--- src/cfd_pkg.sv ---
// Shared types and constants for the COBS frame decoder.
// Used by cobs_frame_decoder and its testbench; depends on nothing else.
`default_nettype none

package cfd_pkg;

  // Frame status codes reported on the closing result.
  typedef enum logic [1:0] {
    ST_OK       = 2'd0,
    ST_INVALID  = 2'd1,
    ST_UNDERRUN = 2'd2,
    ST_OVERFLOW = 2'd3
  } status_e;

  // A group opened by this code carries no implied zero after it.
  localparam logic [7:0] FullGroupCode = 8'hFF;

  // Reset value of the output capacity register.
  localparam logic [15:0] MaxOutLenReset = 16'hFFFF;

  localparam int unsigned OutTdataWidth = 32;

endpackage : cfd_pkg

`default_nettype wire

--- src/cobs_frame_decoder.sv ---
// COBS frame decoder: one encoded byte in, at most one decoded result out.
// Depends on cfd_pkg for the status codes and constants.
//
//   Channel   | Direction | Handshake                    | Payload
//   ----------+-----------+------------------------------+-------------------------------
//   s_axis    | in        | s_axis_tvalid/s_axis_tready  | in_byte, has_byte, frame_end
//   m_axis    | out       | m_axis_tvalid/m_axis_tready  | out_byte, out_valid, frame_done,
//             |           |                              | status, decoded_len
//   cfg       | in        | cfg_valid_i/cfg_ready_o      | max_out_len
//
// Every input transfer is decoded in the cycle it is accepted: the frame state and the
// result register are both written at that clock edge. The only stage is the result
// register; the input is ready whenever that register is empty or its contents leave
// in the same cycle, so the block takes one byte per cycle until a stalled consumer
// holds the input back after one result. The configuration channel is always ready.
// Reset returns the frame state to the start of a frame and the capacity to 65535.
`default_nettype none

module cobs_frame_decoder
  import cfd_pkg::*;
(
  input  wire logic        clk_i,
  input  wire logic        rst_ni,

  input  wire logic        s_axis_tvalid,
  output logic             s_axis_tready,
  input  wire logic [7:0]  s_axis_tdata,  // [7:0] in_byte
  input  wire logic        s_axis_tuser,  // [0] has_byte
  input  wire logic        s_axis_tlast,  // frame_end

  output logic             m_axis_tvalid,
  input  wire logic        m_axis_tready,
  output logic [OutTdataWidth-1:0] m_axis_tdata,  // [7:0] out_byte, [9:8] status,
                                                  // [25:10] decoded_len, [31:26] zero
  output logic             m_axis_tuser,  // [0] out_valid
  output logic             m_axis_tlast,  // frame_done

  input  wire logic        cfg_valid_i,
  output logic             cfg_ready_o,
  input  wire logic [15:0] cfg_data_i     // max_out_len
);

  // Capacity register.
  logic [15:0] max_out_len_q;

  // Frame state.
  logic [7:0]  group_left_q, group_left_d;
  logic        expect_code_q, expect_code_d;
  logic        zero_pending_q, zero_pending_d;
  logic [15:0] byte_count_q, byte_count_d;
  status_e     committed_error_q, committed_error_d;
  status_e     group_error_q, group_error_d;
  logic        seen_byte_q, seen_byte_d;

  // Result register.
  logic        res_valid_q;
  logic [7:0]  res_byte_q;
  logic        res_has_byte_q;
  logic        res_done_q;
  status_e     res_status_q;
  logic [15:0] res_len_q;

  logic        in_accept;
  logic        emit;
  logic [7:0]  emit_byte;
  status_e     close_status;
  logic [15:0] close_len;
  logic [7:0]  group_left_dec;

  wire logic [7:0] in_byte   = s_axis_tdata;
  wire logic       has_byte  = s_axis_tuser;
  wire logic       frame_end = s_axis_tlast;

  assign s_axis_tready = !res_valid_q || m_axis_tready;
  assign in_accept     = s_axis_tvalid && s_axis_tready;
  assign cfg_ready_o   = 1'b1;

  assign group_left_dec = (group_left_q != 8'd0) ? group_left_q - 8'd1 : 8'd0;

  // Decode one byte against the running frame state.
  always_comb begin
    group_left_d      = group_left_q;
    expect_code_d     = expect_code_q;
    zero_pending_d    = zero_pending_q;
    byte_count_d      = byte_count_q;
    committed_error_d = committed_error_q;
    group_error_d     = group_error_q;
    seen_byte_d       = seen_byte_q;
    emit              = 1'b0;
    emit_byte         = 8'd0;

    if (has_byte) begin
      seen_byte_d = 1'b1;
      if (committed_error_q == ST_OK) begin
        if (expect_code_q) begin
          // The zero implied by the previous group comes out ahead of the new code.
          if (zero_pending_q) begin
            zero_pending_d = 1'b0;
            if (byte_count_q >= max_out_len_q) begin
              committed_error_d = ST_OVERFLOW;
            end else begin
              emit         = 1'b1;
              byte_count_d = byte_count_q + 16'd1;
            end
          end
          if (committed_error_d == ST_OK) begin
            if (in_byte == 8'd0) begin
              committed_error_d = ST_INVALID;
            end else begin
              group_left_d   = in_byte - 8'd1;
              zero_pending_d = (in_byte != FullGroupCode);
              group_error_d  = ST_OK;
              expect_code_d  = (in_byte == 8'd1);
            end
          end
        end else begin
          // Data byte inside a group; errors wait until the group completes.
          group_left_d = group_left_dec;
          if (group_error_q == ST_OK) begin
            if (in_byte == 8'd0) begin
              group_error_d = ST_INVALID;
            end else if (byte_count_q >= max_out_len_q) begin
              group_error_d = ST_OVERFLOW;
            end else begin
              emit         = 1'b1;
              emit_byte    = in_byte;
              byte_count_d = byte_count_q + 16'd1;
            end
          end
          if (group_left_dec == 8'd0) begin
            expect_code_d = 1'b1;
            if (group_error_d != ST_OK) begin
              committed_error_d = group_error_d;
            end
            group_error_d = ST_OK;
          end
        end
      end
    end

    // Closing status: a committed error wins; else an unfinished group or an empty frame is an underrun.
    close_len = 16'd0;
    if (committed_error_d != ST_OK) begin
      close_status = committed_error_d;
    end else if (!seen_byte_d || !expect_code_d) begin
      close_status = ST_UNDERRUN;
    end else begin
      close_status = ST_OK;
      close_len    = byte_count_d;
    end

    if (frame_end) begin
      group_left_d      = 8'd0;
      expect_code_d     = 1'b1;
      zero_pending_d    = 1'b0;
      byte_count_d      = 16'd0;
      committed_error_d = ST_OK;
      group_error_d     = ST_OK;
      seen_byte_d       = 1'b0;
    end
  end

  always_ff @(posedge clk_i or negedge rst_ni) begin
    if (!rst_ni) begin
      max_out_len_q <= MaxOutLenReset;
    end else if (cfg_valid_i && cfg_ready_o) begin
      max_out_len_q <= cfg_data_i;
    end
  end

  always_ff @(posedge clk_i or negedge rst_ni) begin
    if (!rst_ni) begin
      group_left_q      <= 8'd0;
      expect_code_q     <= 1'b1;
      zero_pending_q    <= 1'b0;
      byte_count_q      <= 16'd0;
      committed_error_q <= ST_OK;
      group_error_q     <= ST_OK;
      seen_byte_q       <= 1'b0;
    end else if (in_accept) begin
      group_left_q      <= group_left_d;
      expect_code_q     <= expect_code_d;
      zero_pending_q    <= zero_pending_d;
      byte_count_q      <= byte_count_d;
      committed_error_q <= committed_error_d;
      group_error_q     <= group_error_d;
      seen_byte_q       <= seen_byte_d;
    end
  end

  always_ff @(posedge clk_i or negedge rst_ni) begin
    if (!rst_ni) begin
      res_valid_q <= 1'b0;
    end else if (in_accept && (emit || frame_end)) begin
      res_valid_q <= 1'b1;
    end else if (m_axis_tready) begin
      res_valid_q <= 1'b0;
    end
  end

  always_ff @(posedge clk_i) begin
    if (in_accept && (emit || frame_end)) begin
      res_byte_q     <= emit_byte;
      res_has_byte_q <= emit;
      res_done_q     <= frame_end;
      res_status_q   <= frame_end ? close_status : ST_OK;
      res_len_q      <= frame_end ? close_len : 16'd0;
    end
  end

  assign m_axis_tvalid = res_valid_q;
  assign m_axis_tdata  = {6'd0, res_len_q, res_status_q, res_byte_q};
  assign m_axis_tuser  = res_has_byte_q;
  assign m_axis_tlast  = res_done_q;

  // A result that does not close the frame always carries a decoded byte.
  assert property (@(posedge clk_i) disable iff (!rst_ni)
    m_axis_tvalid && !m_axis_tlast |-> m_axis_tuser)
    else $error("non-closing result without a decoded byte");

  // A nonzero length is only reported on a clean close.
  assert property (@(posedge clk_i) disable iff (!rst_ni)
    m_axis_tvalid && (res_len_q != 16'd0) |-> res_done_q && (res_status_q == ST_OK))
    else $error("decoded length reported outside a clean close");

  // Inside a group there is always at least one data byte left.
  assert property (@(posedge clk_i) disable iff (!rst_ni)
    !expect_code_q |-> group_left_q != 8'd0)
    else $error("group open with no bytes left");

  // A committed error stays until the frame closes.
  assert property (@(posedge clk_i) disable iff (!rst_ni)
    (committed_error_q != ST_OK) && !(in_accept && frame_end)
      |=> committed_error_q == $past(committed_error_q))
    else $error("committed error changed before frame close");

  // A held result is not overwritten while the consumer stalls.
  assert property (@(posedge clk_i) disable iff (!rst_ni)
    m_axis_tvalid && !m_axis_tready |=> m_axis_tvalid && $stable(m_axis_tdata))
    else $error("stalled result changed");

endmodule : cobs_frame_decoder

`default_nettype wire

--- config.mk ---
export PLATFORM = sky130hd
export DESIGN_NAME = cobs_frame_decoder
export DESIGN_NICKNAME = d
export VERILOG_FILES = /design/src/cfd_pkg.sv /design/src/cobs_frame_decoder.sv
export SDC_FILE = /design/constraint.sdc
export NUM_CORES = 1
export LEC_CHECK = 0
export BUFFER_PORTS_ARGS = -buffer_cell sky130_fd_sc_hd__buf_2
export CAP_MARGIN = 20
export CORE_MARGIN = 2
export CORE_UTILIZATION = 40
export CTS_BUF_LIST = sky130_fd_sc_hd__clkbuf_2 sky130_fd_sc_hd__clkbuf_4 sky130_fd_sc_hd__clkbuf_8
export CTS_CLUSTER_DIAMETER = 30
export DETAILED_ROUTE_END_ITERATION = 7
export HOLD_SLACK_MARGIN = 0.05
export PLACE_DENSITY = 0.58
export SYNTH_ARGS = -nofsm -noshare
export SYNTH_HDL_FRONTEND = slang
export SYNTH_SLANG_ARGS = --single-unit
--- constraint.sdc ---
create_clock -name clk_i -period 10.01 [get_ports clk_i]
set_clock_uncertainty 0.1 [all_clocks]
set_input_delay 0.5005 -clock clk_i [delete_from_list [all_inputs] [get_ports clk_i]]
set_output_delay 0.5005 -clock clk_i [all_outputs]
set_load 0.02 [all_outputs]
# Yosys cells after proc, flatten, opt, wreduce, memory -nomap -nowiden

Index checks and enable logic that the tools add are counted.

Memory bits (read-only): 0
Input bits: 31
Flip-flop bits (word level): 76
Bits in latches: 0
Memories: 0
Output and inout bits: 37
RAM bits: 0
Logic and storage cells: 117

Mux-type cells: 67
Shift operators: 0
Magnitude comparators: 1
Reductions and logical operators: 24
Divide/modulo/power cells: 0
Add/sub/neg operators: 3
$mul: 0
Equality and inequality tests: 4
Bitwise operators: 4

Operators with widths:

| cell                    | count |
|---|---|
| $mux W16                | 8 |
| $mux W2                 | 28 |
| $mux W8                 | 7 |
| $mux W1                 | 24 |
| $add A16 B1 Y16 const B | 1 |
| $ge A16 B16 Y1          | 1 |
| $logic_not A8 Y1        | 2 |
| $sub A8 B1 Y8 const B   | 2 |
| $reduce_bool A2 Y1      | 6 |
| $eq A8 B1 Y1 const B    | 1 |
| $ne A8 B8 Y1 const B    | 1 |
| $reduce_bool A8 Y1      | 1 |
| $logic_not A2 Y1        | 3 |
| $reduce_or A6 Y1        | 1 |
| $reduce_and A5 Y1       | 1 |
| $not A1 Y1              | 4 |
| $reduce_and A4 Y1       | 1 |
| $logic_not A1 Y1        | 3 |
| $logic_or A1 B1 Y1      | 3 |
| $ne A3 B2 Y1 const B    | 1 |
| $ne A3 B3 Y1 const B    | 1 |
| $reduce_or A3 Y1        | 1 |
| $logic_and A1 B1 Y1     | 2 |

# Logic depth before layout (Yosys ltp)

Word-level depth: 15
Gate-level depth with buffers: 11
Mapped depth without buffers: 9

# Worst setup path before layout

No wires, ideal clock.

Kind: flip-flop to flip-flop
Start point: register max_out_len_q[6]
End point: register res_done_q, in the netlist m_axis_tlast, enable pin
Setup slack: 6817 ps
Stages on the path, launching flop included: 11
Library setup time: 383 ps
Period minus slack after synthesis: 3193 ps
Required time: 9527 ps
Data arrival time: 2711 ps
Path buffers: 1
Cells stage by stage: dfstp_2 > inv_1 > ha_1 > and3_1 > a221oi_1 > or3_1 > buf_1 > nand4_1 > nor2_1 > o21ai_1 > inv_1

Longest elaborated chain between the ends: 9
Elaborated cells on any way between the ends: 10
Classes of those cells: order compare (1); mux (7); reduce/logical (2)

Ends and longest elaborated chain:

| what                   | line                                                | text |
|---|---|---|
| from (decl)            | cobs_frame_decoder.sv:44                            | `logic [15:0] max_out_len_q;` |
| from (signal assigned) | cobs_frame_decoder.sv:165                           | `max_out_len_q <= MaxOutLenReset;` |
| from (signal assigned) | cobs_frame_decoder.sv:167                           | `max_out_len_q <= cfg_data_i;` |
| $ge A16 B16 Y1 *       | cobs_frame_decoder.sv:99, cobs_frame_decoder.sv:122 |  |
| $mux W1 *              | cobs_frame_decoder.sv:99, cobs_frame_decoder.sv:122 |  |
| $mux W1                | cobs_frame_decoder.sv:120                           | `if (in_byte == 8'd0) begin` |
| $mux W1                | cobs_frame_decoder.sv:119                           | `if (group_error_q == ST_OK) begin` |
| $mux W1 *              | cobs_frame_decoder.sv:95                            | `if (expect_code_q) begin` |
| $mux W1 *              | cobs_frame_decoder.sv:94                            | `if (committed_error_q == ST_OK) begin` |
| $mux W1 *              | cobs_frame_decoder.sv:92                            | `if (has_byte) begin` |
| named net emit         | cobs_frame_decoder.sv:64                            | `logic emit;` |
| $logic_or A1 B1 Y1 *   | cobs_frame_decoder.sv:202                           | `if (in_accept && (emit \|\| frame_end)) begin` |
| $logic_and A1 B1 Y1 *  | cobs_frame_decoder.sv:202                           |  |
| to (signal assigned)   | cobs_frame_decoder.sv:205                           | `res_done_q <= frame_end;` |
| to (decl)              | cobs_frame_decoder.sv:59                            | `logic res_done_q;` |

The timed path passes the listed nets; every way through them passes the cells marked *.
A chain may end at the register's enable or synchronous reset.

# Worst setup path after layout

Start point: register max_out_len_q[13]
End point: register res_len_q[10], data pin

Longest elaborated chain between the ends: 15
Elaborated cells on any way between the ends: 36
Classes of those cells: order compare (1); mux (29); reduce/logical (6)

Ends and longest elaborated chain:

| what                              | line                                                | text |
|---|---|---|
| $ge A16 B16 Y1 *                  | cobs_frame_decoder.sv:99, cobs_frame_decoder.sv:122 |  |
| $mux W2                           | cobs_frame_decoder.sv:122                           | `end else if (byte_count_q >= max_out_len_q) begin` |
| $mux W2                           | cobs_frame_decoder.sv:120                           |  |
| $mux W2                           | cobs_frame_decoder.sv:119                           |  |
| $mux W2                           | cobs_frame_decoder.sv:95                            |  |
| $mux W2                           | cobs_frame_decoder.sv:94                            |  |
| $mux W2                           | cobs_frame_decoder.sv:92                            |  |
| $reduce_bool A2 Y1                | cobs_frame_decoder.sv:132                           | `if (group_error_d != ST_OK) begin` |
| $mux W2                           | cobs_frame_decoder.sv:132                           |  |
| $mux W2                           | cobs_frame_decoder.sv:130                           | `if (group_left_dec == 8'd0) begin` |
| $mux W2                           | cobs_frame_decoder.sv:95                            |  |
| $mux W2                           | cobs_frame_decoder.sv:94                            |  |
| $mux W2                           | cobs_frame_decoder.sv:92                            |  |
| $reduce_bool A2 Y1                | cobs_frame_decoder.sv:143                           | `if (committed_error_d != ST_OK) begin` |
| $reduce_or A3 Y1 (no source line) | --                                                  |  |
| to (signal assigned)              | cobs_frame_decoder.sv:207                           | `res_len_q <= frame_end ? close_len : 16'd0;` |
| to (decl)                         | cobs_frame_decoder.sv:61                            | `logic [15:0] res_len_q;` |

Mark *: on every way between the ends. The rest lies on a longest branch, timed or not. The select of a mux whose other input is x is not followed.

==> flow_metrics.tcl <==
set metrics [dict create \
    swShare_pct 33.6 \
    seq_area_frac_synth_pct 44.2 \
    yosys-top-cells-area "edfxtp_1 (18%), dfrtp_1 (17%), dfstp_2 (9.6%)" \
    p_seq_share_pct 40.1 \
    path_clk_slew_ns 0.08 \
    r2r_start "max_out_len_q[13]$_DFFE_PN1P_" \
    peakVddDrop_uv 93.4 \
    cp_max_fo 14 \
    path_class "flop to flop" \
    gp_congestion 0.881 \
    finalHoldViolations 0 \
    die_h_um 112 \
    hp-class "primary input to async pin" \
    reg2reg_depth 9 \
    comb_power_share_pct 28.5 \
    grt_overflow_total 0 \
    first_iter_violations 213 \
    final_net_count 589 \
    required_ns 10.00 \
    postCtsSetupBuffers 0 \
    grt_max_degree 49 \
    yosys_warnings 0 \
    final_area_um2 5350 \
    worst_setup_path_end_kind "flop" \
    core_area_um2 11400 \
    wire_per_inst_um 15.8 \
    numPortBuffers 60 \
    ctsResizeCount 0 \
    cap_violations 0 \
    power_density_nw_per_um2 201 \
    hold_buffers 0 \
    drv_slew 0 \
    viasPerCell 5.37 \
    clk_latency_ns 0.36 \
    fin_crit_sh_pct 37.5 \
    ys_types 65 \
    yosys_most_used_dff "dfrtp_1" \
    netlist.area_leader.share_pct 18.0 \
    placed_area_um2 5010 \
    dr.pass1.iters 5 \
    leakagePower_nw 2.13 \
    dp_cells 665 \
    rrSetupSlack_ns 6.26 \
    syn_to_final_growth_pct 14.6 \
    period_needed_ns 3.75 \
    fp.dieW_um 112 \
    place_ws_ns 5.83 \
    clock-sinks 76 \
    rsz0062_at_grt "no" \
    power.share.clock_pct 31.4 \
    worstMarginPinSlew_ns 0.749 \
    cts_buffer_depth 2 \
    num_rows 39 \
    setup_viol 0 \
    cts_tree "yes" \
    grt_pass1_wl_um 18300 \
    synth_top_area_cell "edfxtp_1" \
    relSlewSlack_pct 50.1 \
    drive_above_1_share_pct 22.0 \
    ant_nets 0 \
    instances_no_fill 683 \
    drc_errors 0 \
    syn_avg_cell_area_um2 9.53 \
    grt_pass1_vias 3559 \
    grtUsageTotal_pct 18.2 \
    vias 3671 \
    synth_edf_count 28 \
    clock-root-buffer "clkbuf_8" \
    p_int_mw 0.714 \
    start_util_pct 40.9 \
    synth_cells 490 \
    switchingPower_mw 0.362 \
    fin_tns_setup_ns 0 \
    yosys_register_bits 76 \
    ctsHtreeMaxLevel 3 \
    synthArstFlopShare_pct 63.2 \
    r2r-end "res_len_q[10]$_SDFFCE_PP0P_" \
    layout_commonest_cell "buf_2" \
    fp.dieArea_um2 12600 \
    wl_um 10800 \
    cts_inserted_buffers 9 \
    ios 68 \
    cp-start-kind "flop" \
    antennaDiodeCount 0 \
    setup_ws_ns 6.26 \
    place_hpwl_um 7740 \
    worstPathArrival_ns 3.74 \
    timing.fmax_ghz 0.267 \
    synthesis.area_um2 4670 \
    layout_common_cells "buf_2 (60), nand2_1 (44), o21ai_0 (37)" \
    antenna_found_initial 0 \
    outcome "finished, final reports clean" \
]
## cells by family after synthesis
family | after synthesis | share of synthesized area, %
xor gates and xnor gates | 22 | 4.13
muxes | 10 | 2.22
AOI/OAI and AO/OA | 106 | 15.2
buffers and inverters | 66 | 6.22
other | 2 | 0.161
adders and majority gates | 23 | 6.16
and+or+nand+nor | 185 | 21.7
DFF | 76 | 44.2
## synth_stat cells (4+ instances only)
| master | number |
|---|---|
| o21ai_1 | 4 |
| nor3_1 | 28 |
| nand3_1 | 10 |
| nor3_2 | 10 |
| a22o_1 | 4 |
| mux2i_1 | 7 |
| inv_1 | 31 |
| ha_1 | 23 |
| o21ai_0 | 37 |
| dfstp_2 | 17 |
| dfrtp_1 | 31 |
| nor4_1 | 9 |
| a21oi_1 | 17 |
| a221o_1 | 6 |
| o22ai_1 | 6 |
| edfxtp_1 | 28 |
| nand4_1 | 8 |
| and2_1 | 10 |
| nand2_1 | 44 |
| or4_1 | 4 |
| clkbuf_1 | 23 |
| nor3b_1 | 8 |
| nand2b_1 | 4 |
| and3_1 | 5 |
| xnor2_1 | 19 |
| nor2_1 | 30 |
| buf_4 | 7 |
## worst max-delay path by stage
stage,start,end,slack (ns),cells after the start
after floorplan,max_out_len_q[6]$_DFFE_PN1P_,m_axis_tlast$_DFFE_PP_,6.82,10
after global placement,max_out_len_q[15]$_DFFE_PN1P_,res_len_q[10]$_SDFFCE_PP0P_,6.02,9
after detailed placement,max_out_len_q[13]$_DFFE_PN1P_,res_len_q[11]$_SDFFCE_PP0P_,5.83,9
after CTS,max_out_len_q[13]$_DFFE_PN1P_,res_len_q[1]$_SDFFCE_PP0P_,5.80,9
after global routing,max_out_len_q[13]$_DFFE_PN1P_,res_len_q[4]$_SDFFCE_PP0P_,5.93,10
final,max_out_len_q[13]$_DFFE_PN1P_,res_len_q[10]$_SDFFCE_PP0P_,6.26,9
## through the flow
| step | util [%] | total power [mW] | hold slack (ns) |
|---|---|---|---|
| final | 46.8 | 1.08 | 0.152 |
| after global routing | 46.8 | 1.15 | 0.208 |
| after CTS | 46.4 | 1.08 | 0.167 |
| after detailed placement | 43.9 | 0.737 | 0.398 |
| after global placement | 43.9 | 0.731 | 0.400 |
| after floorplan | - | 0.660 | 0.105 |
## layout make-up
class	count	area [um^2]
Tap cell	143	179
Multi-Input combinational cell	353	2330
Sequential cell	76	2060
Timing Repair Buffer	64	370
Clock inverter	7	163
Inverter	31	116
Fill cell	1090	6070
Clock buffer	9	124
## routing by layer
| metal | track usage [%] | share of wire (%) | routed length (um) |
|---|---|---|---|
| met1 | 26.9 | 50 | 5410 |
| met2 | 26.4 | 42 | 4590 |
| met3 | 3.83 | 5.7 | 617 |
| met4 | 6.50 | 1.7 | 188 |
| met5 | 0 | 0 | 0 |
## registers in the layout, indices dropped and copies added, names as in the netlist
signal	count
byte_count_q	16
committed_error_q	2
expect_code_q	1
group_error_q	2
group_left_q	8
m_axis_tlast	1
m_axis_tuser	1
m_axis_tvalid	1
max_out_len_q	16
res_byte_q	8
res_len_q	16
res_status_q	2
seen_byte_q	1
zero_pending_q	1
## critical path, stage by stage, from the launching register on
cell,delay (ns)
dfstp_2,0.53
inv_1,0.05
ha_1,0.30
a21oi_1,0.14
o21ai_0,0.12
nor3_1,0.58
nand4_1,0.60
nor4_1,0.80
xnor2_1,0.21
nor3_2,0.05
## power groups by stage
stage,registers [mW],logic (mW),clock network (mW)
6_report,0.431,0.307,0.338
5_1_grt,0.440,0.348,0.358
4_1_cts,0.431,0.302,0.344
3_5_place_dp,0.437,0.300,0
3_3_place_gp,0.435,0.295,0
2_1_floorplan,0.424,0.236,0
Power figures use the tool's default switching activity.
